**src/rtl/lpht_pkg.sv**
```systemverilog
// Package: shared types and constants for the linear-probe hash table.
`default_nettype none
package lpht_pkg;
  localparam int unsigned SLOTS_DEF      = 256;
  localparam int unsigned KEY_BITS_DEF   = 32;
  localparam int unsigned VALUE_BITS_DEF = 32;
  localparam int unsigned LIMIT_W        = 9;
  localparam logic [LIMIT_W-1:0] LOAD_LIMIT_RST = 9'd179;

  typedef enum logic [1:0] {
    OP_SET    = 2'd0,
    OP_FIND   = 2'd1,
    OP_REMOVE = 2'd2
  } op_e;

  typedef enum logic [2:0] {
    ST_INSERTED = 3'd0,
    ST_UPDATED  = 3'd1,
    ST_FOUND    = 3'd2,
    ST_REMOVED  = 3'd3,
    ST_MISSING  = 3'd4,
    ST_FULL     = 3'd5
  } status_e;

  typedef enum logic [1:0] {
    SL_EMPTY = 2'd0,
    SL_USED  = 2'd1,
    SL_TOMB  = 2'd2
  } slot_e;

  typedef struct packed {
    logic [1:0]  operation;
    logic [31:0] key;
    logic [31:0] hash;
    logic [31:0] value;
  } req_t;

  typedef struct packed {
    logic [2:0]  status;
    logic [31:0] found_value;
    logic [7:0]  slot_index;
    logic [8:0]  live_count;
  } rsp_t;
endpackage
`default_nettype wire

```
**src/rtl/lpht_front.sv**
```systemverilog
// Front end: accepts requests, classifies the operation, holds a two-entry queue.
`default_nettype none
module lpht_front (
  input  wire logic          clk_i,
  input  wire logic          rst_ni,
  input  wire logic          valid_i,
  output logic               stall_o,
  input  wire lpht_pkg::req_t req_i,
  output logic               q_valid_o,
  output lpht_pkg::req_t     q_req_o,
  output logic               q_legal_o,
  input  wire logic          q_pop_i
);
  lpht_pkg::req_t ent_q [2];
  logic [1:0] cnt_q, cnt_d;
  logic       rd_q, wr_q;
  logic       push;

  assign stall_o   = (cnt_q == 2'd2);
  assign push      = valid_i && !stall_o;
  assign q_valid_o = (cnt_q != 2'd0);
  assign q_req_o   = ent_q[rd_q];
  assign q_legal_o = (q_req_o.operation == lpht_pkg::OP_SET) ||
                     (q_req_o.operation == lpht_pkg::OP_FIND) ||
                     (q_req_o.operation == lpht_pkg::OP_REMOVE);

  always_comb begin
    cnt_d = cnt_q;
    if (push && !q_pop_i) cnt_d = cnt_q + 2'd1;
    else if (!push && q_pop_i) cnt_d = cnt_q - 2'd1;
  end

  always_ff @(posedge clk_i or negedge rst_ni) begin
    if (!rst_ni) begin
      cnt_q <= '0;
      rd_q  <= 1'b0;
      wr_q  <= 1'b0;
    end else begin
      cnt_q <= cnt_d;
      if (push) wr_q <= ~wr_q;
      if (q_pop_i) rd_q <= ~rd_q;
    end
  end

  always_ff @(posedge clk_i) begin
    if (push) ent_q[wr_q] <= req_i;
  end
endmodule
`default_nettype wire

```
**config.mk**
```make
export PLATFORM = sky130hd
export DESIGN_NAME = lpht_front
export DESIGN_NICKNAME = d
export VERILOG_FILES = /design/src/rtl/lpht_pkg.sv /design/src/rtl/lpht_front.sv
export SDC_FILE = /design/constraint.sdc
export NUM_CORES = 1
export LEC_CHECK = 0
export BUFFER_PORTS_ARGS = -buffer_cell sky130_fd_sc_hd__buf_2
export CORE_MARGIN = 2
export CORE_UTILIZATION = 42
export CTS_BUF_LIST = sky130_fd_sc_hd__clkbuf_4
export CTS_CLUSTER_SIZE = 12
export DETAILED_ROUTE_END_ITERATION = 10
export PLACE_DENSITY = 0.77
export SLEW_MARGIN = 20
export SYNTH_ARGS = -nofsm -noshare
export SYNTH_HDL_FRONTEND = slang
export SYNTH_SLANG_ARGS = --single-unit
```
**constraint.sdc**
```tcl
create_clock -name clk_i -period 6.9 [get_ports clk_i]
set_clock_uncertainty 0.1 [all_clocks]
set_input_delay 0.345 -clock clk_i [delete_from_list [all_inputs] [get_ports clk_i]]
set_output_delay 0.345 -clock clk_i [all_outputs]
set_load 0.01 [all_outputs]
```
==> flow_metrics.py <==
metrics = {
    "pwr": {
        "p_total_w": 0.00372,
        "power_density_nw_per_um2": 365,
        "ir_worst_vdd_mv": 0.268,
        "leakage_nw": 4.09,
    },
    "finish": {
        "area_growth_pct": 32.2,
        "num-nets-final": 746,
        "drive_gt1_share_pct": 51.7,
        "mostFrequentLayoutCells": "buf_2 (202), edfxtp_1 (196), dlygate4sd3_1 (102)",
        "final_cells": 886,
        "final_common_cell": "buf_2",
    },
    "routing": {
        "dr.pass1.iters": 4,
        "num_vias": 4122,
        "drtIter0Drc": 190,
        "wl_mm": 14.7,
        "drtAntennaViolNets": 0,
        "viasPerCell": 4.65,
        "wl_per_cell_um": 16.6,
        "drc": 0,
    },
    "cts": {
        "postCtsSetupBuffers": 0,
        "clock-sinks": 200,
        "clkTransAtPathRegs_ps": 160,
        "clk_path_buf_depth": 2,
        "worstSkewPairLatency_ps": 560,
        "cts_resized": 0,
        "cts_tree": "done",
        "cts_buffers": 17,
        "cts_root_buffer": "clkbuf_4",
        "htreeDepth": 4,
    },
    "yosys": {
        "synth_top_family_by_area": "multiplexers",
        "syn_area_per_cell_um2": 23.6,
        "synth_warnings": 0,
        "synth_compound_area_share_pct": 0.0811,
        "synthAdderAreaFrac_pct": 0.162,
        "yosysUniqueCellTypes": 18,
        "ys_seq_area_share_pct": 77.5,
        "synth.area.mux_share_pct": 18.5,
        "syn-num-nets": 430,
        "synthesis.instances": 327,
        "synth-simple-area-share_pct": 0.486,
        "synth-seq-cells": 200,
        "syn_area_um2": 7720,
        "synth-xor-area-share_pct": 0.567,
    },
    "placement": {
        "dp.final_hpwl_mm": 9.06,
        "io_buffers": 202,
        "dp_cells": 750,
        "pre_cts_ws_ps": 3920,
        "place.gp.congestion": 0.685,
    },
    "worst_setup_path": {
        "start_kind": "flip-flop",
        "critical_path.startpoint": "rd_q$_DFFE_PN0P_",
        "max_stage_delay_ps": 930,
        "rr_startpoint": "cnt_q[0]$_DFFE_PN0P_",
        "crit_family": "buffers and inverters",
        "cp.arrival_ps": 3130,
        "endpoint_kind": "output port",
        "slowest_stage": "dfrtp_4",
        "crit_chain": "buf_4, mux2_2, buf_2",
        "cp_max_fo": 60,
        "critPathKind": "reg2out",
        "cp.required_ps": 6450,
        "crit_buf_inv": 2,
    },
    "global_route": {
        "antenna_found_initial": 0,
        "grt_pass1_vias": 4322,
        "grt_max_degree": 61,
        "overflow": 0,
        "grt_usage_pct": 15.2,
        "grt_pass1_wl_mm": 22.5,
    },
    "sta": {
        "rsz0062_at_grt": "no",
        "slew_headroom_pct": 26.2,
        "setup_viol_count_final": 0,
        "final.setup.worst_slack_ps": 3330,
        "finalCriticalPeriod_ps": 3570,
        "maxSlewViolCount": 0,
        "setup_tns_ps": 0,
        "period_share_pct": 51.8,
        "worstMarginPinSlew_ps": 1110,
        "fmax_mhz": 280,
        "hold_viol": 0,
    },
    "floorplan": {
        "core_um2": 18000,
        "die_area_um2": 19500,
        "die_w_um": 140,
        "io_pins": 203,
        "rows": 49,
        "initial_utilization_pct": 42.8,
        "die_h_um": 140,
    },
    "worst_hold_path": {
        "holdCritStartpoint": "q_pop_i",
        "hold_path.class": "in2reg",
    },
    "job": {
        "cap_violations": 0,
    },
    "outcome": {
        "status": "complete, no violations",
    },
}
==> worst register-to-register path, delay by kind of cell, from the launching register on <==
family / cells / cell delay [ps]
buffers and inverters: 2 / 920
AND/OR/NAND/NOR: 3 / 730
flip-flops: 1 / 450
==> layer usage <==
metal  wire length (um)  global-route usage (%)  vias to the layer above
met5                  0                       0                        -
met4                269                    5.68                        0
met3                768                    4.68                       19
met2               7690                    26.7                      156
met1               5980                    17.6                     2024
li1                   -                       -                     1923
==> what timing repair did <==
item / 4_1_cts / 5_1_grt
hold buffers: 102 / 0
setup endpoints to repair: 0 / 0
hold endpoints to repair: 202 / 0
==> final timing paths <==
| kind | endpoint | slack (ps) | cells past startpoint |
|---|---|---|---|
| setup / recovery | q_req_o[89] | 3330 | 3 |
| hold reg to reg | cnt_q[1]$_DFFE_PN0P_ | 410 | 1 |
| hold / removal | rd_q$_DFFE_PN0P_ | 390 | 3 |
| setup reg to reg | ent_q[0][90]$_DFFE_PP_ | 4290 | 5 |
| min in group asynchronous | rd_q$_DFFE_PN0P_ | 560 | 3 |
| max in group asynchronous | rd_q$_DFFE_PN0P_ | 5940 | 3 |
==> cells in the mapped netlist <==
cell type  instances  area share (%)
xnor2_1            2            0.23
buf_2              1           0.065
buf_8              1            0.19
nor2_1             3            0.15
a31oi_1            1           0.081
or2_2              1           0.081
and3_1             1           0.081
edfxtp_1         196              76
nand2_1            2           0.097
mux2_4            87              17
mux2_2            11             1.6
buf_6              1            0.15
buf_12             8             2.1
inv_1              3            0.15
xor2_1             3            0.34
nand2b_1           1           0.081
ha_1               1            0.16
dfrtp_1            4             1.3
==> sequential cells by signal, summed over array words and instances, names as in the netlist <==
| signal | cells |
|---|---|
| wr_q | 1 |
| cnt_q | 2 |
| rd_q | 1 |
| ent_q | 196 |
==> kinds of logic (layout without fill, tap and decap cells) <==
kind of cell               after synthesis  in the layout
and+or+nand+nor                          8              8
adders and majority gates                1              1
DFF                                    200            200
AOI/OAI and AO/OA                        1              1
buffers and inverters                   14            343
other                                    0              1
muxes                                   98             98
xor gates and xnor gates                 5              5
==> metrics by stage <==
stage / hold WS [ps] / instance area (um^2) / util, %
6_report: 390 / 10200 / 56.6
5_1_grt: 329 / 10200 / 56.6
4_1_cts: 320 / 10200 / 56.5
3_5_place_dp: 60.2 / 8860 / 49.2
3_3_place_gp: 54.5 / 8860 / 49.2
2_1_floorplan: -50.6 / 7720 / -
==> layout make-up <==
cell class / count / area [um^2]
diodes: 1 / 2.50
clock buffers: 17 / 128
repair buffers: 308 / 2070
flip-flops and latches: 200 / 5990
well taps: 229 / 287
fillers: 1417 / 7820
inverters: 3 / 11.3
multi-input cells: 113 / 1540
clock inverters: 15 / 169
==> power breakdown <==
part,switching [W],total [W],internal [W]
Sequential,0.000135,0.00179,0.00166
Combinational,0.000612,0.00130,0.000691
Clock,0.000400,0.000624,0.000224
Note: power is estimated with default switching activity, not from simulation.
